## src/rtl/gpqm_pkg.sv

```systemverilog
// ============================================================================
// Greedy plane quad mesher: shared package
// Command and status bundles between the controller and the datapath,
// register indexes of the configuration port and fixed scan widths.
// ============================================================================
package gpqm_pkg;

    // Register indexes on the configuration port.
    localparam logic [2:0] CFG_FACE_NORMAL = 3'd0;
    localparam logic [2:0] CFG_PLANE_COORD = 3'd1;
    localparam logic [2:0] CFG_MATERIAL_ID = 3'd2;
    localparam logic [2:0] CFG_ACROSS_AXIS = 3'd3;
    localparam logic [2:0] CFG_ALONG_AXIS  = 3'd4;
    localparam logic [2:0] CFG_DEPTH_AXIS  = 3'd5;

    // Normals from this value upward swap width and height.
    localparam logic [2:0] NORMAL_SWAP_MIN = 3'd2;

    // Widest vector that the find-first-one encoder sees (row plus carry out).
    localparam int SCAN_W = 65;
    localparam int IDX_W  = 7;

    // Commands from the controller to the datapath.
    typedef struct packed {
        logic load;        // write one row from the input transfer
        logic find;        // latch the lowest occupied row and the empty flag
        logic read_first;  // read the lowest occupied row
        logic analyse;     // lowest set bit and carry sum of that row
        logic start_run;   // clear the run in the first row, read the next row
        logic extend;      // test one following row, clear the run in it if it holds the run
        logic emit;        // load the output register
    } cmd_t;

    // Status from the datapath to the controller.
    typedef struct packed {
        logic empty;       // plane held no set bit at the take
        logic v_at_end;    // first row is the last row of the plane
        logic r_at_end;    // row under test is the last row of the plane
        logic contained;   // row under test holds the whole run
        logic out_free;    // output register can take a result this cycle
    } status_t;

endpackage

```

## src/rtl/gpqm_dp.sv

```systemverilog
// ============================================================================
// Greedy plane quad mesher: datapath
// Plane memory with per-row occupancy flags, run finder, extension compare,
// configuration registers and the output register.
// ============================================================================
module gpqm_dp
#(
    parameter int ROW_COUNT = 64,
    parameter int ROW_WIDTH = 64
)
(
    input  logic              clk,
    input  logic              rst_n,
    input  gpqm_pkg::cmd_t    cmd,
    output gpqm_pkg::status_t status,
    input  logic [5:0]        row_number,
    input  logic [63:0]       row_bits,
    input  logic              cfg_valid,
    output logic              cfg_ready,
    input  logic [2:0]        cfg_index,
    input  logic [7:0]        cfg_data,
    output logic              out_valid,
    input  logic              out_ready,
    output logic              found,
    output logic [5:0]        face_x,
    output logic [5:0]        face_y,
    output logic [5:0]        face_z,
    output logic [6:0]        face_width,
    output logic [6:0]        face_height,
    output logic [2:0]        face_dir,
    output logic [7:0]        face_material
);

    localparam int RW = $clog2(ROW_COUNT);
    localparam int UW = $clog2(ROW_WIDTH);

    // Index of the lowest set bit; the caller guarantees a set bit where it matters.
    function automatic logic [gpqm_pkg::IDX_W-1:0] lowest_one(
        input logic [gpqm_pkg::SCAN_W-1:0] x
    );
        logic [gpqm_pkg::IDX_W-1:0] idx;
        idx = '0;
        for (int i = gpqm_pkg::SCAN_W - 1; i >= 0; i--)
        begin
            if (x[i])
            begin
                idx = gpqm_pkg::IDX_W'(i);
            end
        end
        return idx;
    endfunction

    // Plane storage and occupancy flags. A row whose flag is clear is treated as empty.
    logic [ROW_WIDTH-1:0] mem [ROW_COUNT];
    logic [ROW_COUNT-1:0] nz_reg;
    logic [ROW_WIDTH-1:0] rd_data_reg;
    logic                 rd_nz_reg;

    // Configuration registers.
    logic [2:0] face_normal_reg;
    logic [5:0] plane_coord_reg;
    logic [7:0] material_id_reg;
    logic [1:0] across_axis_reg;
    logic [1:0] along_axis_reg;
    logic [1:0] depth_axis_reg;

    // Working registers of one take.
    logic                 empty_reg;
    logic [RW-1:0]        v_reg;
    logic [RW-1:0]        r_reg;
    logic [UW-1:0]        u_reg;
    logic [ROW_WIDTH:0]   sum_reg;
    logic [ROW_WIDTH-1:0] run_reg;
    logic [6:0]           w_reg;
    logic [6:0]           h_reg;

    // Output register.
    logic       out_valid_reg;
    logic       found_reg;
    logic [5:0] face_x_reg;
    logic [5:0] face_y_reg;
    logic [5:0] face_z_reg;
    logic [6:0] face_width_reg;
    logic [6:0] face_height_reg;
    logic [2:0] face_dir_reg;
    logic [7:0] face_material_reg;

    logic [gpqm_pkg::IDX_W-1:0] v_scan;
    logic [gpqm_pkg::IDX_W-1:0] u_scan;
    logic [gpqm_pkg::IDX_W-1:0] end_scan;
    logic [ROW_WIDTH-1:0]       lowbit;
    logic [ROW_WIDTH:0]         sum_next;
    logic [ROW_WIDTH-1:0]       run_next;
    logic                       contained;
    logic                       v_at_end;
    logic                       r_at_end;
    logic                       row_in_range;
    logic                       wr_en;
    logic [RW-1:0]              wr_addr;
    logic [ROW_WIDTH-1:0]       wr_data;
    logic                       rd_en;
    logic [RW-1:0]              rd_addr;
    logic [5:0]                 coord [3];
    logic                       swap;

    assign v_scan   = lowest_one(gpqm_pkg::SCAN_W'(nz_reg));
    assign u_scan   = lowest_one(gpqm_pkg::SCAN_W'(rd_data_reg));
    assign end_scan = lowest_one(gpqm_pkg::SCAN_W'(sum_reg));

    // Adding the lowest set bit ripples through the run, so the sum's lowest
    // set bit marks the first position past the run.
    assign lowbit   = rd_data_reg & (~rd_data_reg + ROW_WIDTH'(1));
    assign sum_next = {1'b0, rd_data_reg} + {1'b0, lowbit};
    assign run_next = rd_data_reg & ~sum_reg[ROW_WIDTH-1:0];

    assign contained    = rd_nz_reg && ((rd_data_reg & run_reg) == run_reg);
    assign v_at_end     = (v_reg == RW'(ROW_COUNT - 1));
    assign r_at_end     = (r_reg == RW'(ROW_COUNT - 1));
    assign row_in_range = ({1'b0, row_number} < 7'(ROW_COUNT));

    assign status.empty     = empty_reg;
    assign status.v_at_end  = v_at_end;
    assign status.r_at_end  = r_at_end;
    assign status.contained = contained;
    assign status.out_free  = !out_valid_reg || out_ready;

    assign cfg_ready = 1'b1;

    always_comb
    begin
        wr_en   = 1'b0;
        wr_addr = v_reg;
        wr_data = rd_data_reg & ~run_next;
        if (cmd.load)
        begin
            wr_en   = row_in_range;
            wr_addr = row_number[RW-1:0];
            wr_data = row_bits[ROW_WIDTH-1:0];
        end
        else if (cmd.start_run)
        begin
            wr_en = 1'b1;
        end
        else if (cmd.extend)
        begin
            wr_en   = contained;
            wr_addr = r_reg;
            wr_data = rd_data_reg & ~run_reg;
        end
    end

    always_comb
    begin
        rd_en   = 1'b0;
        rd_addr = v_reg;
        if (cmd.read_first)
        begin
            rd_en = 1'b1;
        end
        else if (cmd.start_run)
        begin
            rd_en   = !v_at_end;
            rd_addr = v_reg + RW'(1);
        end
        else if (cmd.extend)
        begin
            rd_en   = contained && !r_at_end;
            rd_addr = r_reg + RW'(1);
        end
    end

    always_ff @(posedge clk)
    begin
        if (wr_en)
        begin
            mem[wr_addr] <= wr_data;
        end
        if (rd_en)
        begin
            rd_data_reg <= mem[rd_addr];
        end
    end

    // Coordinate placement: across, then along, then depth; a later axis wins.
    always_comb
    begin
        for (int a = 0; a < 3; a++)
        begin
            coord[a] = '0;
            if (across_axis_reg == 2'(a))
            begin
                coord[a] = 6'(u_reg);
            end
            if (along_axis_reg == 2'(a))
            begin
                coord[a] = 6'(v_reg);
            end
            if (depth_axis_reg == 2'(a))
            begin
                coord[a] = plane_coord_reg;
            end
        end
    end

    assign swap = (face_normal_reg >= gpqm_pkg::NORMAL_SWAP_MIN);

    always_ff @(posedge clk or negedge rst_n)
    begin
        if (!rst_n)
        begin
            nz_reg          <= '0;
            rd_nz_reg       <= 1'b0;
            empty_reg       <= 1'b1;
            out_valid_reg   <= 1'b0;
            face_normal_reg <= 3'd0;
            plane_coord_reg <= 6'd0;
            material_id_reg <= 8'd0;
            across_axis_reg <= 2'd1;
            along_axis_reg  <= 2'd2;
            depth_axis_reg  <= 2'd0;
        end
        else
        begin
            if (wr_en)
            begin
                nz_reg[wr_addr] <= |wr_data;
            end
            if (rd_en)
            begin
                rd_nz_reg <= nz_reg[rd_addr];
            end
            if (cmd.find)
            begin
                empty_reg <= ~|nz_reg;
            end
            if (cmd.emit)
            begin
                out_valid_reg <= 1'b1;
            end
            else if (out_ready)
            begin
                out_valid_reg <= 1'b0;
            end
            if (cfg_valid)
            begin
                unique case (cfg_index)
                    gpqm_pkg::CFG_FACE_NORMAL: face_normal_reg <= cfg_data[2:0];
                    gpqm_pkg::CFG_PLANE_COORD: plane_coord_reg <= cfg_data[5:0];
                    gpqm_pkg::CFG_MATERIAL_ID: material_id_reg <= cfg_data;
                    gpqm_pkg::CFG_ACROSS_AXIS: across_axis_reg <= cfg_data[1:0];
                    gpqm_pkg::CFG_ALONG_AXIS:  along_axis_reg  <= cfg_data[1:0];
                    gpqm_pkg::CFG_DEPTH_AXIS:  depth_axis_reg  <= cfg_data[1:0];
                    default:
                    begin
                    end
                endcase
            end
        end
    end

    always_ff @(posedge clk)
    begin
        if (cmd.find)
        begin
            v_reg <= v_scan[RW-1:0];
        end
        if (cmd.analyse)
        begin
            u_reg   <= u_scan[UW-1:0];
            sum_reg <= sum_next;
        end
        if (cmd.start_run)
        begin
            run_reg <= run_next;
            w_reg   <= end_scan - 7'(u_reg);
            h_reg   <= 7'd1;
            r_reg   <= v_reg + RW'(1);
        end
        if (cmd.extend && contained)
        begin
            h_reg <= h_reg + 7'd1;
            r_reg <= r_reg + RW'(1);
        end
        if (cmd.emit)
        begin
            found_reg <= !empty_reg;
            if (empty_reg)
            begin
                face_x_reg        <= '0;
                face_y_reg        <= '0;
                face_z_reg        <= '0;
                face_width_reg    <= '0;
                face_height_reg   <= '0;
                face_dir_reg      <= '0;
                face_material_reg <= '0;
            end
            else
            begin
                face_x_reg        <= coord[0];
                face_y_reg        <= coord[1];
                face_z_reg        <= coord[2];
                face_width_reg    <= swap ? h_reg : w_reg;
                face_height_reg   <= swap ? w_reg : h_reg;
                face_dir_reg      <= face_normal_reg;
                face_material_reg <= material_id_reg;
            end
        end
    end

    assign out_valid     = out_valid_reg;
    assign found         = found_reg;
    assign face_x        = face_x_reg;
    assign face_y        = face_y_reg;
    assign face_z        = face_z_reg;
    assign face_width    = face_width_reg;
    assign face_height   = face_height_reg;
    assign face_dir      = face_dir_reg;
    assign face_material = face_material_reg;

endmodule

```

## config.mk

```make
export PLATFORM = sky130hd
export DESIGN_NAME = gpqm_dp
export DESIGN_NICKNAME = d
export VERILOG_FILES = /design/src/rtl/gpqm_pkg.sv /design/src/rtl/gpqm_dp.sv
export SDC_FILE = /design/constraint.sdc
export NUM_CORES = 2
export LEC_CHECK = 0
export ABC_AREA = 0
export BUFFER_PORTS_ARGS = -buffer_cell sky130_fd_sc_hd__buf_2
export CAP_MARGIN = 20
export CORE_ASPECT_RATIO = 0.9
export CORE_UTILIZATION = 45
export DETAILED_ROUTE_END_ITERATION = 7
export SLEW_MARGIN = 20
export SYNTH_ARGS = -nofsm -noshare
export SYNTH_HDL_FRONTEND = slang
export SYNTH_SLANG_ARGS = --single-unit
```

## constraint.sdc

```tcl
create_clock -name clk -period 12.2 [get_ports clk]
set_input_delay 0.61 -clock clk [delete_from_list [all_inputs] [get_ports clk]]
set_output_delay 0.61 -clock clk [all_outputs]
set_load 0.02 [all_outputs]
```

==> Yosys cells after proc, flatten, opt, wreduce, memory -nomap -nowiden <==
Memories as Yosys holds them, arrays and structs flattened. A register that Yosys moved wholly into a read port is not among the register bits.
Cells that the tools add are included.
{ "op_classes": {"shifts": 0, "n_addsub": 6, "order_cmp": 4, "bitwise": 9, "n_eq_ne": 14, "reduce_logical": 34, "muxes": 230, "div": 0, "multipliers": 0} }
{ "op_table": {"columns": ["operator", "n"], "rows": [
  ["$mux W6", 81],
  ["$mux W7", 69],
  ["$and A64 B64 Y64", 5],
  ["$not A64 Y64", 4],
  ["$mux W64", 3],
  ["$mux W5", 32],
  ["$reduce_or A64 Y1", 2],
  ["$add A64 B64 Y65", 1],
  ["$add A64 B1 Y64 const B", 1],
  ["$bwmux W64", 1],
  ["$eq A64 B64 Y1", 1],
  ["$mux W4", 16],
  ["$reduce_or A32 Y1", 2],
  ["$reduce_or A16 Y1", 2],
  ["$mux W3", 8],
  ["$reduce_or A8 Y1", 2],
  ["$lt A6 B7 Y1 const B", 2],
  ["$mux W1", 14],
  ["$add A6 B1 Y6 const B", 2],
  ["$eq A6 B6 Y1 const B", 2],
  ["$reduce_and A2 Y1", 6],
  ["$mux W2", 4],
  ["$reduce_or A4 Y1", 2],
  ["$add A7 B1 Y7 const B", 1],
  ["other kinds (17)", 34]
]} }
{ "totals": {"mem_bits_rw": 4096, "latchBits": 0, "memories": 1, "reg_bits": 295, "mem_bits_ro": 0, "out_inout_bits": 51, "in_bits": 92} }
{ "mem_list": {"columns": ["memory", "depth", "word_bits", "read_ports", "rd_clocked_by_memory_dff", "write_ports", "line_no", "text"], "rows": [
  ["mem", 64, 64, 1, 1, 1, "gpqm_dp.sv:54", "logic [ROW_WIDTH-1:0] mem [ROW_COUNT];"]
]} }

==> Logic depth before layout (Yosys ltp) <==
{ "depth": {"word_depth": 66, "mapped_depth": 18, "mapped_depth_nobuf": 18} }

==> Worst setup path before layout <==
OpenSTA, ideal clock, no wires.
{ "synth_timing": {"path_kind": "input to register", "from": "input port cmd[2] in the netlist's numbering", "to": "memory mem[0][0], data pin", "t_arrival_ps": 5043, "path_buffers": 3, "setup_ps": 919, "path_slack_ps": 6238, "stages": 5, "path_cell_list": "nand2b_1 buf_2 buf_2 clkbuf_1 o41ai_1"} }
{ "synth_between": {"elab_chain_len": 2} }
{ "synth_rtl": {"columns": ["element", "line_no", "text"], "rows": [
  ["start: declaration", "gpqm_dp.sv:14", "input gpqm_pkg::cmd_t cmd,"],
  ["$mux W64", "gpqm_dp.sv:140", "else if (cmd.start_run)"],
  ["$mux W64", "gpqm_dp.sv:134", "if (cmd.load)"],
  ["net wr_data[0]", "gpqm_dp.sv:100", "logic [ROW_WIDTH-1:0] wr_data;"],
  ["end: declaration", "gpqm_dp.sv:54", null]
]} }
The timed path passes the listed nets, and every way through them passes these cells.

==> Worst setup path after layout <==
{ "layout_timing": {"from": "register rd_data_reg[2] (read register of mem)", "to": "memory mem[15][48] (enable)"} }
{ "layout_between": {"elab_chain_len": 8} }
{ "layout_rtl": {"columns": ["element", "line_no", "text"], "rows": [
  ["start: declaration", "gpqm_dp.sv:56", "logic [ROW_WIDTH-1:0] rd_data_reg;"],
  ["$and A64 B64 Y64", "gpqm_dp.sv:116", "assign contained = rd_nz_reg && ((rd_data_reg & run_reg) == run_reg);"],
  ["$eq A64 B64 Y1", "gpqm_dp.sv:116", null],
  ["$logic_and A1 B1 Y1", "gpqm_dp.sv:116", null],
  ["$mux W1", "gpqm_dp.sv:144", "else if (cmd.extend)"],
  ["$mux W1", "gpqm_dp.sv:140", null],
  ["$mux W1", "gpqm_dp.sv:134", null],
  ["$mux W1", "gpqm_dp.sv:174", "if (wr_en)"],
  ["$mux W1 (implied by the code)", "gpqm_dp.sv:176", "mem[wr_addr] <= wr_data;"]
]} }
Every way passes these cells.

==> impl_results.md <==
* Worst hold path class: in2reg
* Worst r2r src: rd_data_reg[2]
* # hold bufs at CTS at 11
* Commonest non-fill, non-tap cells in the layout: nand2_1, edfxtp_1, nand3_1, a311oi_1, and3_1
* # rows at between 200 and 250
* Startpoint types: flip-flop
* Power per cell area at between 150 and 200 nW/um2
* Mapped cell area at roughly 180000 um2
* CTS Buf Count at 457
* Status: completed
* Worst EP arrival at around 7.2 ns
* WL per Instance at just under 30 um
* Clock tree buffer depth at 4
* CTS tree: done
* Clk_lat worst skew at 1.02 ns
* # resized after CTS at 0
* Routed vias/inst at 6.15
* Maximum VDD drop at approximately 0.14 mV
* Primary FF master, synth: edfxtp_1
* DRT iter0 DRCs at 18040
* Clock root buffer: clkbuf_16
* Largest Register: mem
* Final wirelength at 595000 um
* Vias after detailed routing at 124163
* Die width at 674 um
* Post-Place Setup Slack at a little under 6 ns
* Setup Fix Bufs, Post-CTS at 0
* Number of synthesized flops with an enable pin at about 4400
* Synth async-reset ratio at 2.02%
* Max Clk Rate at about 0.15 GHz
* TNS Setup at 0 ns
* Final min period at around 6.6 ns
* Synthesis-to-finish area growth at 12.4%
* Final Hold Fails at 0
* Routed Antenna Nets at 0
* Worst slew pin tran at roughly 1.2 ns
* Clock sink count at approximately 4500
* Max cap viols at 0
* # setup viols final at 0
* Critical path origin: rd_data_reg[2]
* Commonest non-fill, non-tap cell in the layout: nand2_1
* Slew Viols, Final at 0
* Final WS setup at between 5 and 6 ns
* # DRC at 0
* Largest register FFs at 4096
* Crit path max fanout at 37
* Synthesized Nets at 14619
* IO buf count at ~140
* Register area share after synthesis at 72.9%
* Total Routing Usage GR at 28.3%
* Fraction of the cycle the final worst path needs at between 50% and 60%
* Cell Count Post-Placement at 19305
* Gate count of the mapped netlist at approximately 15000
* Fin cells at 20181
* Drt first pass iters at 7
* Chip height at 607 um
* Leak at 70.2 nW
* Hold_sp: cfg_index[0]
* Critical Path End Type: flip-flop
* Htree depth at 5
* Syn_area_per_cell at approximately 13 um2
* Post-DP HPWL at roughly 320000 um
* Post-synthesis register bit count at ~4500
* Worst Setup Path Type: reg2reg
* Slew margin rel. at between 15 and 20%
* Initial core utilization at between 40% and 50%
* Vias in the first global route at about 110k
* CORE AREA at between 400000 and 500000 um2
* Crit path required time at ~13 ns
* I/O pin cnt at 143
* RSZ-0062 raised after global routing: no
* Initial antenna violation count at 31
* Placer Congestion at between 0.9 and 1
* Die area at a little over 400000 um2
* Distinct cells, synth at 95
* Yosys warns at 0
* First-pass GRT wire length at between 800000 and 900000 um
* Largest net degree at the start of global routing at around 160
* Layout cell share with drive strength beyond 1 at 8.74%
* Final hold slack at approximately 0.081 ns
* Clock Skews at about 0.06 ns
* CTS clk-pin slew, worst paths at approximately 0.060 ns
* Final #Nets at roughly 15000
* Final global-route overflow total at 0
[Yosys cell counts (69+ instances only)]
master	instances	area share [%]
nand2_1	4531	9.3
edfxtp_1	4364	72
nand3_1	1157	3.2
clkbuf_1	948	1.9
a311oi_1	713	3.4
and3_1	535	1.8
a31oi_1	350	1.2
nor2_1	320	0.66
a21oi_1	197	0.54
a211oi_1	163	0.67
o21ai_0	125	0.34
inv_1	105	0.22
dfrtp_1	87	1.2
a211o_1	69	0.33
[through the flow]
stage / util [%] / power (mW) / instance area (um2)
after CTS: 50.9 / 36.7 / 205000
after floorplan: - / 21.3 / 183000
after global placement: 47.3 / 23.3 / 191000
final: 50.9 / 36.7 / 206000
after global routing: 50.9 / 37.7 / 206000
after detailed placement: 47.3 / 23.4 / 191000
[metal layers]
metal | vias to the layer above | wire length (um) | track usage (%)
li1 | 53833 | - | -
met1 | 62355 | 247000 | 41.7
met2 | 6868 | 258000 | 41.5
met3 | 1089 | 67600 | 6.30
met4 | 18 | 22500 | 10.1
met5 | - | 106 | 0
[critical path, stage by stage (launching register included)]
cell and delay (ns):
edfxtp_1 1.14, inv_1 0.40, a221oi_1 0.41, nand4_1 0.21
nor4_2 0.23, buf_4 0.24, a211o_1 0.34, nand4_1 0.81
nor2_4 0.81, buf_4 0.66, buf_4 0.75
[final timing paths]
| check | to | slack, ns | depth (start not counted) |
|---|---|---|---|
| hold / removal | depth_axis_reg[1] | 0.08 | 3 |
| hold reg to reg | material_id_reg[5] | 0.50 | 1 |
| max in group asynchronous | nz_reg[60] | 10.76 | 3 |
| setup reg to reg | mem[15][48] | 5.58 | 10 |
| min in group asynchronous | face_normal_reg[1] | 0.14 | 2 |
| setup / recovery | mem[15][48] | 5.58 | 10 |
[kinds of logic (layout without fill, tap and decap cells)]
group | after synthesis | after routing | synth area share (%)
flops | 4454 | 4454 | 72.9
simple gates | 6833 | 6833 | 16.0
xor+xnor | 31 | 31 | 0.148
other cells | 1 | 18 | 0.00205
buf+inv | 1145 | 1441 | 2.38
fa+ha+maj | 11 | 11 | 0.0794
compound gates | 1986 | 1986 | 8.17
mux | 55 | 55 | 0.319
[power by group]
part,switching (mW),internal (mW),total [mW]
sequential,0.432,17.6,18.0
clock,5.91,7.60,13.5
combinational,3.82,1.36,5.19
total,10.2,26.5,36.7
[final cells by class]
| type | count | area (um2) |
|---|---|---|
| antenna | 17 | 42.5 |
| clock buffer | 599 | 12100 |
| clock inverter | 249 | 2110 |
| fill | 34531 | 198000 |
| inverter | 107 | 402 |
| multi-input combinational | 8917 | 46800 |
| sequential | 4454 | 133000 |
| tap | 5352 | 6700 |
| timing repair buffer | 486 | 4060 |
Power figures use the tool's default switching activity.
