--- src/rtl/gpqm_pkg.sv ---
// ============================================================================
// Greedy plane quad mesher: shared package
// Command and status bundles between the controller and the datapath,
// register indexes of the configuration port and fixed scan widths.
// ============================================================================
package gpqm_pkg;

    // Register indexes on the configuration port.
    localparam logic [2:0] CFG_FACE_NORMAL = 3'd0;
    localparam logic [2:0] CFG_PLANE_COORD = 3'd1;
    localparam logic [2:0] CFG_MATERIAL_ID = 3'd2;
    localparam logic [2:0] CFG_ACROSS_AXIS = 3'd3;
    localparam logic [2:0] CFG_ALONG_AXIS  = 3'd4;
    localparam logic [2:0] CFG_DEPTH_AXIS  = 3'd5;

    // Normals from this value upward swap width and height.
    localparam logic [2:0] NORMAL_SWAP_MIN = 3'd2;

    // Widest vector that the find-first-one encoder sees (row plus carry out).
    localparam int SCAN_W = 65;
    localparam int IDX_W  = 7;

    // Commands from the controller to the datapath.
    typedef struct packed {
        logic load;        // write one row from the input transfer
        logic find;        // latch the lowest occupied row and the empty flag
        logic read_first;  // read the lowest occupied row
        logic analyse;     // lowest set bit and carry sum of that row
        logic start_run;   // clear the run in the first row, read the next row
        logic extend;      // test one following row, clear the run in it if it holds the run
        logic emit;        // load the output register
    } cmd_t;

    // Status from the datapath to the controller.
    typedef struct packed {
        logic empty;       // plane held no set bit at the take
        logic v_at_end;    // first row is the last row of the plane
        logic r_at_end;    // row under test is the last row of the plane
        logic contained;   // row under test holds the whole run
        logic out_free;    // output register can take a result this cycle
    } status_t;

endpackage

--- src/rtl/gpqm_ctrl.sv ---
// ============================================================================
// Greedy plane quad mesher: controller
// Sequences a take item through row read, run analysis, downward extension
// and result hand-off. Load items complete in the cycle they are accepted.
// ============================================================================
module gpqm_ctrl
(
    input  logic              clk,
    input  logic              rst_n,
    input  logic              in_valid,
    output logic              in_ready,
    input  logic              kind,
    input  gpqm_pkg::status_t status,
    output gpqm_pkg::cmd_t    cmd
);

    typedef enum logic [5:0] {
        S_IDLE = 6'b000001,
        S_READ = 6'b000010,
        S_LOW  = 6'b000100,
        S_RUN  = 6'b001000,
        S_EXT  = 6'b010000,
        S_EMIT = 6'b100000
    } state_t;

    state_t state_reg;
    state_t state_next;

    assign in_ready = (state_reg == S_IDLE);

    always_comb
    begin
        state_next = state_reg;
        cmd        = '0;
        unique case (state_reg)
            S_IDLE:
            begin
                if (in_valid)
                begin
                    if (kind)
                    begin
                        cmd.find   = 1'b1;
                        state_next = S_READ;
                    end
                    else
                    begin
                        cmd.load = 1'b1;
                    end
                end
            end
            S_READ:
            begin
                if (status.empty)
                begin
                    state_next = S_EMIT;
                end
                else
                begin
                    cmd.read_first = 1'b1;
                    state_next     = S_LOW;
                end
            end
            S_LOW:
            begin
                cmd.analyse = 1'b1;
                state_next  = S_RUN;
            end
            S_RUN:
            begin
                cmd.start_run = 1'b1;
                state_next    = status.v_at_end ? S_EMIT : S_EXT;
            end
            S_EXT:
            begin
                cmd.extend = 1'b1;
                if (!status.contained || status.r_at_end)
                begin
                    state_next = S_EMIT;
                end
            end
            S_EMIT:
            begin
                if (status.out_free)
                begin
                    cmd.emit   = 1'b1;
                    state_next = S_IDLE;
                end
            end
            default:
            begin
                state_next = S_IDLE;
            end
        endcase
    end

    always_ff @(posedge clk or negedge rst_n)
    begin
        if (!rst_n)
        begin
            state_reg <= S_IDLE;
        end
        else
        begin
            state_reg <= state_next;
        end
    end

endmodule

--- config.mk ---
export PLATFORM = sky130hd
export DESIGN_NAME = gpqm_ctrl
export DESIGN_NICKNAME = d
export VERILOG_FILES = /design/src/rtl/gpqm_pkg.sv /design/src/rtl/gpqm_ctrl.sv
export SDC_FILE = /design/constraint.sdc
export NUM_CORES = 1
export LEC_CHECK = 0
export BUFFER_PORTS_ARGS = -buffer_cell sky130_fd_sc_hd__buf_2
export CAP_MARGIN = 25
export CORE_AREA = 2 2 39 41
export DETAILED_ROUTE_END_ITERATION = 6
export DIE_AREA = 0 0 41 43
export SLEW_MARGIN = 0
export SYNTH_ARGS = -nofsm -noshare
export SYNTH_HDL_FRONTEND = slang
export SYNTH_SLANG_ARGS = --single-unit
--- constraint.sdc ---
create_clock -name clk -period 1.8 [get_ports clk]
set_input_delay 0.09 -clock clk [delete_from_list [all_inputs] [get_ports clk]]
set_output_delay 0.09 -clock clk [all_outputs]
set_load 0.01 [all_outputs]
== Word level (Yosys, flattened, before mapping) ==
Cells that the tools add are included.
Cells by class
  equality and inequality tests: 10
  multiplexer cells: 18
  reductions and logical operators: 3
Operator list (count)
  6-bit 2-to-1 mux: 6
  6-bit one-hot mux with 6 select lines: 1
  1-bit 2-to-1 mux: 9
  6-bit by 1-bit == test with 1-bit output, second input constant: 1
  6-bit by 2-bit == test with 1-bit output, second input constant: 1
  6-bit by 3-bit == test with 1-bit output, second input constant: 1
  6-bit by 4-bit == test with 1-bit output, second input constant: 1
  6-bit by 5-bit == test with 1-bit output, second input constant: 1
  6-bit == test, second input constant: 1
  2-bit inequality test, second input constant: 3
  2-bit 2-to-1 mux: 2
  4-bit AND reduction: 1
  2-bit by 1-bit inequality test with 1-bit output, second input constant: 1
  1-bit logical NOT: 1
  1-bit logical OR: 1
Storage, ports and cells
  flip-flop bits (word level): 6
  bits of input ports: 9
  output and inout bits: 8
  logic and storage cells: 32

== Depth between registers and ports, before layout ==
Gate-level depths: netlist of run 1.
  depth after elaboration: 4
  mapped depth: 5

== Worst setup path before layout of run 1 ==
OpenSTA, ideal clock, no wires.
  kind: reg-to-reg
  start: reg state_reg[1]
  end: reg state_reg[4]
  arrival time: 1351 ps
  data required time: 1736 ps
  path slack: 385 ps
  cell stages (with the launch flop): 4
  path buffers: 0
  period minus slack after synthesis: 1415 ps
  cell sequence: dfrtp_1 -> or4_4 -> nor3b_2 -> a21o_1
On the way
  word-level cells in the longest chain between the ends: 3
Ends and longest elaborated chain
  from (decl): line gpqm_ctrl.sv:26  | state_t state_reg;
  from (signal assigned): line gpqm_ctrl.sv:104  | state_reg <= state_next;
  6-bit by 5-bit == test with 1-bit output, or another cell as far along: line gpqm_ctrl.sv:35  | unique case (state_reg)
  2-bit inequality test (no line) / 2-bit by 1-bit inequality test with 1-bit output (equally long branches)
  4-bit AND reduction (no line)
Several ways; a longest one is shown, not always the timed one.
A chain may end at the register's enable or synchronous reset.

==> qor.tcl, run 1 <==
set qor(syn-instance-count) 51
set qor(synth_largest_type_area_fraction_pct) 28.82
set qor(worstPathRequired_ps) 1710
set qor(synthMostInstantiatedCell) {nor2_1}
set qor(synth_top_flop_cell) {dfrtp_1}
set qor(maxSlewHeadroom_pct) 75.60
set qor(fmax_ghz) 0.5744
set qor(grt_antenna_before_repair) 0
set qor(tritoncts_clock_tree) {yes}
set qor(row_count) 14
set qor(post_route_cells_drive_above_1_share_pct) 37.14
set qor(timing.critical_path.from_type) {flip-flop}
set qor(synthesis.area_um2) 434.2
set qor(setup_total_negative_slack_ps) 0
set qor(largest_delay_share_family_worst_path) {simple AND/OR/NAND/NOR gates}
set qor(drv_slew) 0
set qor(vias_in_the_first_global_route) 374
set qor(multiInputGateArea_um2) 274.0
set qor(setup.reg_to_reg.worst_slack_ps) 340
set qor(synth.net_count) 60
set qor(routed_via_density) 5.244
set qor(finalWirelength_um) 1008
set qor(design.final.nets) 80
set qor(hold_sp) {status[4]}
set qor(design.portCount) 17
set qor(global_route.overflow_total) 0
set qor(worstPathBufferInverterCount) 1
set qor(main_combinational_cell_family_by_area_after_synthesis) {simple AND/OR/NAND/NOR gates}
set qor(synth-simple-area-share_pct) 42.94
set qor(yosys-mux-area-fraction_pct) 0
set qor(clock_sink_count) 6
set qor(reg2reg_from) {state_reg[3]$_DFFE_PN0P_}
set qor(latest_clock_arrival_within_the_worst_skew_pair_ps) 240
set qor(root_buffer) {clkbuf_4}
set qor(placed_cells_incl_taps) 81
set qor(stage_delay_of_the_slowest_cell_on_the_critical_path_ps) 580
set qor(post_synth_fa_ha_maj_area_fraction_pct) 0
set qor(cp.arrival_ps) 1650
set qor(die_height_um) 43
set qor(cts_inserted_buffers) 3
set qor(antenna_fix_cells) 0
set qor(cp_cell_sequence) {or4_4 -> nor3_1 -> buf_2}
set qor(post_synth_xor_area_fraction_pct) 2.017
set qor(drv.max_cap_violation_count) 0
set qor(clock_path_buffers) 2
set qor(pin_count_of_the_biggest_net_entering_global_routing) 11
set qor(synth.area.top_cells) {dfrtp_1 29%, dfstp_2 6.1%, nor2_1 6.1%}
set qor(clk_pin_slew_worst_paths_ps) 50
set qor(post_layout_nonfiller_instances) 86
set qor(core_mm2) 0.001384
set qor(async_flop_share_pct) 100.0
set qor(crit_fanout) 10
set qor(layout-area-overhead-vs-synth_pct) 30.26
set qor(largest_register_ff_count) 6
set qor(die_width_um) 41
set qor(drc_violations) 0
set qor(timing.setup.critical_path_class) {reg2out}
set qor(worst_min_path_class) {in2reg}
set qor(antenna_violating_nets_post_route) 0
set qor(hold_path_depth) 2
set qor(fin_worst_skew_ps) 6.395
set qor(routability_congestion) 0.7718
set qor(timing_worst_slew_pin_value_ps) 365.9
set qor(fillerInstances) 143
set qor(place.detailed.hpwl_um) 760.4
set qor(worstReg2RegEnd) {state_reg[4]$_DFFE_PN0P_}
set qor(design.die.area_mm2) 0.001763
set qor(synth-seq-area-share_pct) 34.87
set qor(via_count) 451
set qor(post_layout_minimum_cycle_time_ps) 1741
set qor(detail_route.first_pass.iterations) 4
set qor(critical-path-slowest-cell) {or4_4}
set qor(power.density_mw_per_mm2) 1000
set qor(detail_route.iter0.violations) 13
set qor(post_synth_most_frequent_cells) {7 x nor2_1, 5 x dfrtp_1, 5 x nand2_1}
set qor(number_of_enable_flip_flop_cells_after_synthesis) 0
set qor(timing.final.crit_share_pct) 96.72
set qor(sequential_cell_area_in_the_final_layout_um2) 151.4
set qor(wl_per_cell_um) 11.72
set qor(setup_violations) 0
set qor(grt_setup_unrepaired) {no}
set qor(critical_path.endpoint_type) {primary output}
set qor(first_pass_grt_wire_length_um) 1593
set qor(status) {finished, final reports clean}
set qor(port_buffers) 16
set qor(post_synth.cell_area_avg_um2) 8.513
set qor(htree_levels) 1
set qor(r2r_cells) 3
set qor(ys_warn_count) 0
set qor(grt.total_usage_pct) 13.81
set qor(whs_ps) 34.22
set qor(synth_top_cell_by_area) {dfrtp_1}
set qor(peakVddDrop_v) 0.0005725
set qor(power.leakage_nw) 0.2808
set qor(initial_cell_density_of_the_core_pct) 31.37
set qor(synth-compound-area-share_pct) 15.56
set qor(min_to) {state_reg[2]$_DFFE_PN0P_}
set qor(timing_hold_violations_final) 0
set qor(synth.ff_latch_count) 6
set qor(final_core_util_pct) 40.87
set qor(synthDistinctLibCells) 27
## metal layers
layer	global-route usage [%]	part of all wire [%]	vias to the layer above
met5	0	0	-
met4	4.000	0.40	0
met3	7.853	10	2
met2	18.44	46	23
met1	18.57	44	203
li1	-	-	223
## through the flow
step / cell area, µm² / power (mW) / setup slack (ps)
2_1_floorplan: 434.2 / 0.3518 / 385.2
3_3_place_gp: 518.0 / 0.4120 / 338.7
3_5_place_dp: 518.0 / 0.4125 / 339.9
4_1_cts: 554.3 / 0.5536 / 77.12
5_1_grt: 565.5 / 0.6095 / 7.169
6_report: 565.5 / 0.5656 / 59.11
## what timing repair did
item,4_1_cts,5_1_grt
endpoints found under the hold margin,6,0
resized for setup,0,2
buffers inserted,0,0
endpoints found under the setup margin,0,2
hold buffers,1,0
## report_power, final
part	switching (mW)	leakage (nW)	internal (mW)
clock	0.0484	0.0150	0.0839
sequential	0.0336	0.0796	0.162
combinational	0.113	0.186	0.125
## worst max-delay path by stage
stage,start,end,slack (ps),cells past startpoint
floorplan,state_reg[1]$_DFFE_PN0P_,state_reg[4]$_DFFE_PN0P_,390,3
global placement,state_reg[3]$_DFFE_PN0P_,cmd[0],340,3
detailed placement,state_reg[3]$_DFFE_PN0P_,cmd[0],340,3
CTS,state_reg[3]$_DFFE_PN0P_,cmd[0],80,3
global route,state_reg[5]$_DFFE_PN0P_,cmd[3],7,3
finish,state_reg[3]$_DFFE_PN0P_,cmd[0],60,3
## area by class of cell
type | count | share of cell area, %
tap | 16 | 3.540
sequential | 6 | 26.77
inverter | 1 | 0.6637
clock buffer | 4 | 4.646
multi-input combinational | 42 | 48.45
timing repair buffer | 17 | 15.93
## cells in the final DEF (no fill, tap or decap), types with 2 or more instances in the layout
master / n
a21oi_1: 3
and3_1: 2
buf_2: 16
clkbuf_4: 3
dfrtp_1: 5
nand2_1: 5
nand2b_1: 2
nor2_1: 7
nor3_1: 3
nor3b_1: 2
o21ai_0: 3
or4_4: 2
## worst reg2reg max path, stage by stage, from the launching register on
cell	delay, ps
dfrtp_1	500
or4_4	580
nor3_1	210
a21o_1	110
## cell families after synthesis
family | count (synthesis)
buffers and inverters | 3
and+or+nand+nor | 30
xor gates and xnor gates | 1
AOI/OAI and AO/OA | 11
DFF | 6
No activity file was read; power rests on OpenSTA's default activity.
==> run 2, diff against run 1 <==
BUFFER_PORTS_ARGS = -buffer_cell sky130_fd_sc_hd__buf_4   (was -buffer_cell sky130_fd_sc_hd__buf_2)
SLEW_MARGIN = unset   (was 0)
==> qor.tcl, run 2 (synthesis results as in run 1) <==
set qor(status) {finished, final reports clean}
set qor(clock_sink_count) 6
set qor(post_cts_buffers) 0
set qor(detail_route.first_pass.iterations) 3
set qor(finalWirelength_um) 1003
set qor(critical_path.endpoint_type) {primary output}
set qor(timing_hold_violations_final) 0
set qor(post_route_cells_drive_above_1_share_pct) 38.03
set qor(via_count) 436
set qor(setup.reg_to_reg.worst_slack_ps) 390
set qor(r2r_cells) 3
set qor(cp_cell_sequence) {or4_4 -> nor3_1 -> buf_4}
set qor(worst_min_path_class) {in2reg}
set qor(worstPathRequired_ps) 1710
set qor(worstReg2RegEnd) {state_reg[4]$_DFFE_PN0P_}
set qor(crit_fanout) 10
set qor(pin_count_of_the_biggest_net_entering_global_routing) 11
set qor(row_count) 14
set qor(timing.setup.critical_path_class) {reg2out}
set qor(vias_in_the_first_global_route) 360
set qor(clk_pin_slew_worst_paths_ps) 50
set qor(largest_delay_share_family_worst_path) {simple AND/OR/NAND/NOR gates}
set qor(commonest_cells_after_routing_fill_and_taps_aside) {16 x buf_4, 7 x nor2_1, 5 x nand2_1}
set qor(multiInputGateArea_um2) 265.3
set qor(design.die.area_mm2) 0.001763
set qor(cts_inserted_buffers) 3
set qor(destination_of_the_critical_timing_path) {cmd[0]}
set qor(layout-area-overhead-vs-synth_pct) 40.06
set qor(timing.critical_path.from_type) {flip-flop}
set qor(post_layout_minimum_cycle_time_ps) 1686
set qor(clock_path_buffers) 2
set qor(antenna_fix_cells) 0
set qor(internal_power_uw) 387.5
set qor(root_buffer) {clkbuf_4}
set qor(antenna_violating_nets_post_route) 0
set qor(drv.max_cap_violation_count) 0
set qor(drc_violations) 0
set qor(reg2reg_from) {state_reg[3]$_DFFE_PN0P_}
set qor(timing.critical_path.depth) 3
set qor(stage_delay_of_the_slowest_cell_on_the_critical_path_ps) 550
set qor(global_route.overflow_total) 0
set qor(drv_slew) 0
set qor(port_buffers) 16
set qor(total_power_uw) 584.2
set qor(tritoncts_clock_tree) {yes}
set qor(whs_ps) 108.9
set qor(first_pass_grt_wire_length_um) 1566
set qor(setup_total_negative_slack_ps) 0
set qor(design.final.nets) 81
set qor(power_switching_share_pct) 33.68
set qor(power.switching_uw) 196.7
set qor(power.leakage_nw) 0.2853
set qor(die_height_um) 43
set qor(layout.cells.most_common) {buf_4}
set qor(grt.total_usage_pct) 13.84
set qor(startpoint) {state_reg[3]$_DFFE_PN0P_}
set qor(timing_worst_slew_pin_value_ps) 309.6
set qor(design.portCount) 17
set qor(power.density_mw_per_mm2) 960.7
set qor(initial_cell_density_of_the_core_pct) 31.37
set qor(place.detailed.hpwl_um) 751.7
set qor(share_clk_of_total_power_pct) 23.5
set qor(routability_congestion) 0.8009
set qor(wl_per_cell_um) 11.53
set qor(die_width_um) 41
set qor(routed_via_density) 5.011
set qor(peakVddDrop_v) 0.0005393
set qor(power.share.combinational_pct) 43.5
set qor(fillerInstances) 137
set qor(fmax_ghz) 0.5930
set qor(setup_violations) 0
set qor(grt_setup_unrepaired) {no}
set qor(worstPathBufferInverterCount) 1
set qor(largest_register_ff_count) 6
set qor(htree_levels) 1
set qor(critical-path-slowest-cell) {or4_4}
set qor(maxSlewHeadroom_pct) 79.19
set qor(core_mm2) 0.001384
set qor(grt_antenna_before_repair) 0
set qor(fin_worst_skew_ps) 1.166
set qor(cp.arrival_ps) 1600
set qor(latest_clock_arrival_within_the_worst_skew_pair_ps) 250
set qor(detail_route.iter0.violations) 5
set qor(sequential_cell_area_in_the_final_layout_um2) 152.6
set qor(timing.final.crit_share_pct) 93.69
set qor(pwr-share-seq_pct) 33.0
[run 2: how the worst min path moves through the flow]
stage | start | endpoint | slack, ps | cells after the start
5_1_grt | in_valid | state_reg[1]$_DFFE_PN0P_ | 100 | 2
3_5_place_dp | rst_n | state_reg[3]$_DFFE_PN0P_ | -100 | 1
2_1_floorplan | rst_n | state_reg[1]$_DFFE_PN0P_ | -210 | 0
4_1_cts | status[4] | state_reg[2]$_DFFE_PN0P_ | 10 | 2
6_report | in_valid | state_reg[1]$_DFFE_PN0P_ | 110 | 2
3_3_place_gp | rst_n | state_reg[3]$_DFFE_PN0P_ | -100 | 1
[run 2: what timing repair did]
action | in CTS | in global routing
hold buffers | 1 | 1
hold endpoints to repair | 6 | 1
gates resized for setup | 0 | 2
setup endpoints to repair | 0 | 3
[run 2: cell type report]
cell class	instances	share of cell area, %
tap	16	3.292
multi-input combinational	42	43.62
timing repair buffer	18	23.05
sequential	6	25.10
clock buffer	4	4.321
inverter	1	0.6173
[run 2: power by group through the flow]
| stage | combinational, mW | clock (mW) | sequential [mW] |
|---|---|---|---|
| 3_5_place_dp | 0.241 | 0 | 0.193 |
| 3_3_place_gp | 0.240 | 0 | 0.194 |
| 2_1_floorplan | 0.169 | 0 | 0.183 |
| 6_report | 0.254 | 0.137 | 0.193 |
| 5_1_grt | 0.278 | 0.160 | 0.197 |
| 4_1_cts | 0.245 | 0.143 | 0.192 |
[run 2: worst reg2reg max path: cells and delay by family (launching register included)]
family           cells  cell delay, ps
flip-flops           1             470
AO/OA/AOI/OAI        1             110
AND/OR/NAND/NOR      2             770
[run 2: through the flow]
step / worst slack, ps / instances / util [%] / cell area (µm²)
6_report: 113.5 / 87 / 43.94 / 608.1
5_1_grt: 20.41 / 87 / 43.94 / 608.1
4_1_cts: 63.28 / 86 / 42.95 / 594.3
3_5_place_dp: 339.1 / 81 / 40.33 / 558.0
3_3_place_gp: 332.5 / 81 / 40.33 / 558.0
2_1_floorplan: 385.2 / 51 / - / 434.2
[run 2: routing by layer]
layer,track usage (%),wire length [µm]
met3,9.424,68
met4,4.000,0
met5,0,0
met1,16.39,458
met2,19.69,477
==> run 3, diff against run 2 <==
BUFFER_PORTS_ARGS = -buffer_cell sky130_fd_sc_hd__buf_2   (was -buffer_cell sky130_fd_sc_hd__buf_4)
CORE_AREA = 4 4 41 43   (was 2 2 39 41)
DIE_AREA = 0 0 45 47   (was 0 0 41 43)
==> qor.tcl, run 3 (synthesis results as in run 1) <==
set qor(critical_path.endpoint_type) {primary output}
set qor(timing_hold_violations_final) 0
set qor(worstPathBufferInverterCount) 1
set qor(placed_area_um2) 516.7
set qor(post_layout_nonfiller_instances) 85
set qor(routability_congestion) 0.7463
set qor(cp.arrival_ps) 1620
set qor(antenna_fix_cells) 0
set qor(setup.reg_to_reg.worst_slack_ps) 340
set qor(drc_violations) 0
set qor(pin_count_of_the_biggest_net_entering_global_routing) 11
set qor(vias_in_the_first_global_route) 402
set qor(core_mm2) 0.001301
set qor(placed_cells_incl_taps) 80
set qor(die_width_um) 45
set qor(critical-path-slowest-cell) {or4_4}
set qor(grt_setup_unrepaired) {no}
set qor(htree_levels) 1
set qor(drv.max_cap_violation_count) 0
set qor(power.share.combinational_pct) 41.6
set qor(clk_pin_slew_worst_paths_ps) 60
set qor(post_cts_buffers) 0
set qor(fmax_ghz) 0.5846
set qor(die_height_um) 47
set qor(fin_worst_skew_ps) 14.26
set qor(latest_clock_arrival_within_the_worst_skew_pair_ps) 260
set qor(internal_power_uw) 372.3
set qor(design.portCount) 17
set qor(grt_antenna_before_repair) 0
set qor(maxSlewHeadroom_pct) 77.08
set qor(grt.total_usage_pct) 11.83
set qor(pwr-share-seq_pct) 33.9
set qor(sequential_cell_area_in_the_final_layout_um2) 153.9
set qor(hold_sp) {status[4]}
set qor(largest_delay_share_family_worst_path) {simple AND/OR/NAND/NOR gates}
set qor(multiInputGateArea_um2) 274.0
set qor(worst_min_path_class) {in2reg}
set qor(status) {finished, final reports clean}
set qor(cts_inserted_buffers) 3
set qor(first_pass_grt_wire_length_um) 1718
set qor(clock_sink_count) 6
set qor(peakVddDrop_v) 0.0005580
set qor(antenna_violating_nets_post_route) 0
set qor(place.detailed.hpwl_um) 789.5
set qor(layout-area-overhead-vs-synth_pct) 30.55
set qor(stage_delay_of_the_slowest_cell_on_the_critical_path_ps) 550
set qor(finalWirelength_um) 1022
set qor(tritoncts_clock_tree) {yes}
set qor(setup_ws_ps) 89.42
set qor(drv_slew) 0
set qor(design.die.area_mm2) 0.002115
set qor(r2r_cells) 3
set qor(post_route_cells_drive_above_1_share_pct) 40.00
set qor(commonest_cells_after_routing_fill_and_taps_aside) {16 x buf_2, 7 x nor2_1, 5 x nand2_1}
set qor(global_route.overflow_total) 0
set qor(fillerInstances) 145
set qor(post_layout_minimum_cycle_time_ps) 1711
set qor(worstPathRequired_ps) 1710
set qor(reg2reg_from) {state_reg[3]$_DFFE_PN0P_}
set qor(whs_ps) 29.77
set qor(power.density_mw_per_mm2) 1017
set qor(initial_cell_density_of_the_core_pct) 33.37
set qor(share_clk_of_total_power_pct) 24.5
set qor(wl_per_cell_um) 12.02
set qor(timing.setup.critical_path_class) {reg2out}
set qor(min_to) {state_reg[2]$_DFFE_PN0P_}
set qor(detail_route.iter0.violations) 9
set qor(worstReg2RegEnd) {state_reg[4]$_DFFE_PN0P_}
set qor(pre_cts_slack_ps) 327.5
set qor(final_cell_area_um2) 566.8
set qor(timing.critical_path.from_type) {flip-flop}
set qor(detail_route.first_pass.iterations) 3
set qor(via_count) 432
set qor(power.switching_uw) 204.0
set qor(cp_cell_sequence) {or4_4 -> nor3_1 -> buf_2}
set qor(hold_path_depth) 2
set qor(largest_register_ff_count) 6
set qor(setup_total_negative_slack_ps) 0
set qor(setup_violations) 0
set qor(row_count) 13
set qor(power.leakage_nw) 0.2775
set qor(timing.final.crit_share_pct) 95.03
set qor(layout.cells.most_common) {buf_2}
set qor(port_buffers) 16
set qor(root_buffer) {clkbuf_4}
set qor(power_switching_share_pct) 35.40
set qor(crit_fanout) 10
set qor(clock_path_buffers) 2
set qor(timing_worst_slew_pin_value_ps) 343.8
set qor(design.final.nets) 80
set qor(routed_via_density) 5.082
==> run 3: cell types whose count changed in the layout (fill, tap and decap cells not counted) <==
cell           delta
dlygate4sd3_1     -1
nor4_2            -1
dfrtp_2           +1
dfrtp_1           -1
nor4_4            +1
buf_4            -16
buf_2            +16
==> run 3: worst register-to-register path, stage by stage, from the launching register on <==
cell	delay [ps]
dfrtp_2	480
or4_4	550
nor3_1	250
a21o_1	110
==> run 3: power by group through the flow <==
stage,combinational (mW),sequential (mW),clock (mW)
finish,0.240,0.195,0.141
CTS,0.226,0.193,0.146
floorplan,0.169,0.183,0
global placement,0.223,0.192,0
detailed placement,0.222,0.195,0
global route,0.269,0.203,0.153
==> run 3: worst max-delay path by stage <==
stage          slack [ps]                     start                       end  cells after the start
2_1_floorplan         390  state_reg[1]$_DFFE_PN0P_  state_reg[4]$_DFFE_PN0P_                      3
3_3_place_gp          310  state_reg[3]$_DFFE_PN0P_  state_reg[4]$_DFFE_PN0P_                      3
3_5_place_dp          330  state_reg[3]$_DFFE_PN0P_  state_reg[4]$_DFFE_PN0P_                      3
4_1_cts                50  state_reg[3]$_DFFE_PN0P_                    cmd[0]                      3
5_1_grt                20  state_reg[5]$_DFFE_PN0P_                    cmd[3]                      3
6_report               90  state_reg[3]$_DFFE_PN0P_                    cmd[0]                      3
==> run 3: layout make-up <==
type                            count  share of cell area (%)
Tap cell                           15                   3.311
Inverter                            1                  0.6623
Multi-Input combinational cell     42                   48.34
Clock buffer                        4                   4.636
Sequential cell                     6                   27.15
Timing Repair Buffer               17                   15.89
==> run 3: timing repair <==
| item | 4_1_cts | 5_1_grt |
|---|---|---|
| resized for setup | 0 | 4 |
| setup endpoints to repair | 0 | 4 |
| hold buffers | 1 | 0 |
| endpoints found under the hold margin | 6 | 0 |
==> run 3: through the flow <==
| step | util (%) | power [mW] |
|---|---|---|
| after floorplan | - | 0.3518 |
| after global placement | 39.71 | 0.4154 |
| after detailed placement | 39.71 | 0.4172 |
| after CTS | 42.50 | 0.5657 |
| after global routing | 43.56 | 0.6250 |
| final | 43.56 | 0.5763 |
==> run 3: per-layer routing <==
layer	track usage, %	part of all wire (%)	vias up
met5	0	0	-
met4	5.263	1.7	0
met3	6.897	8.2	2
met2	16.67	45	14
met1	14.55	45	196
li1	-	-	220
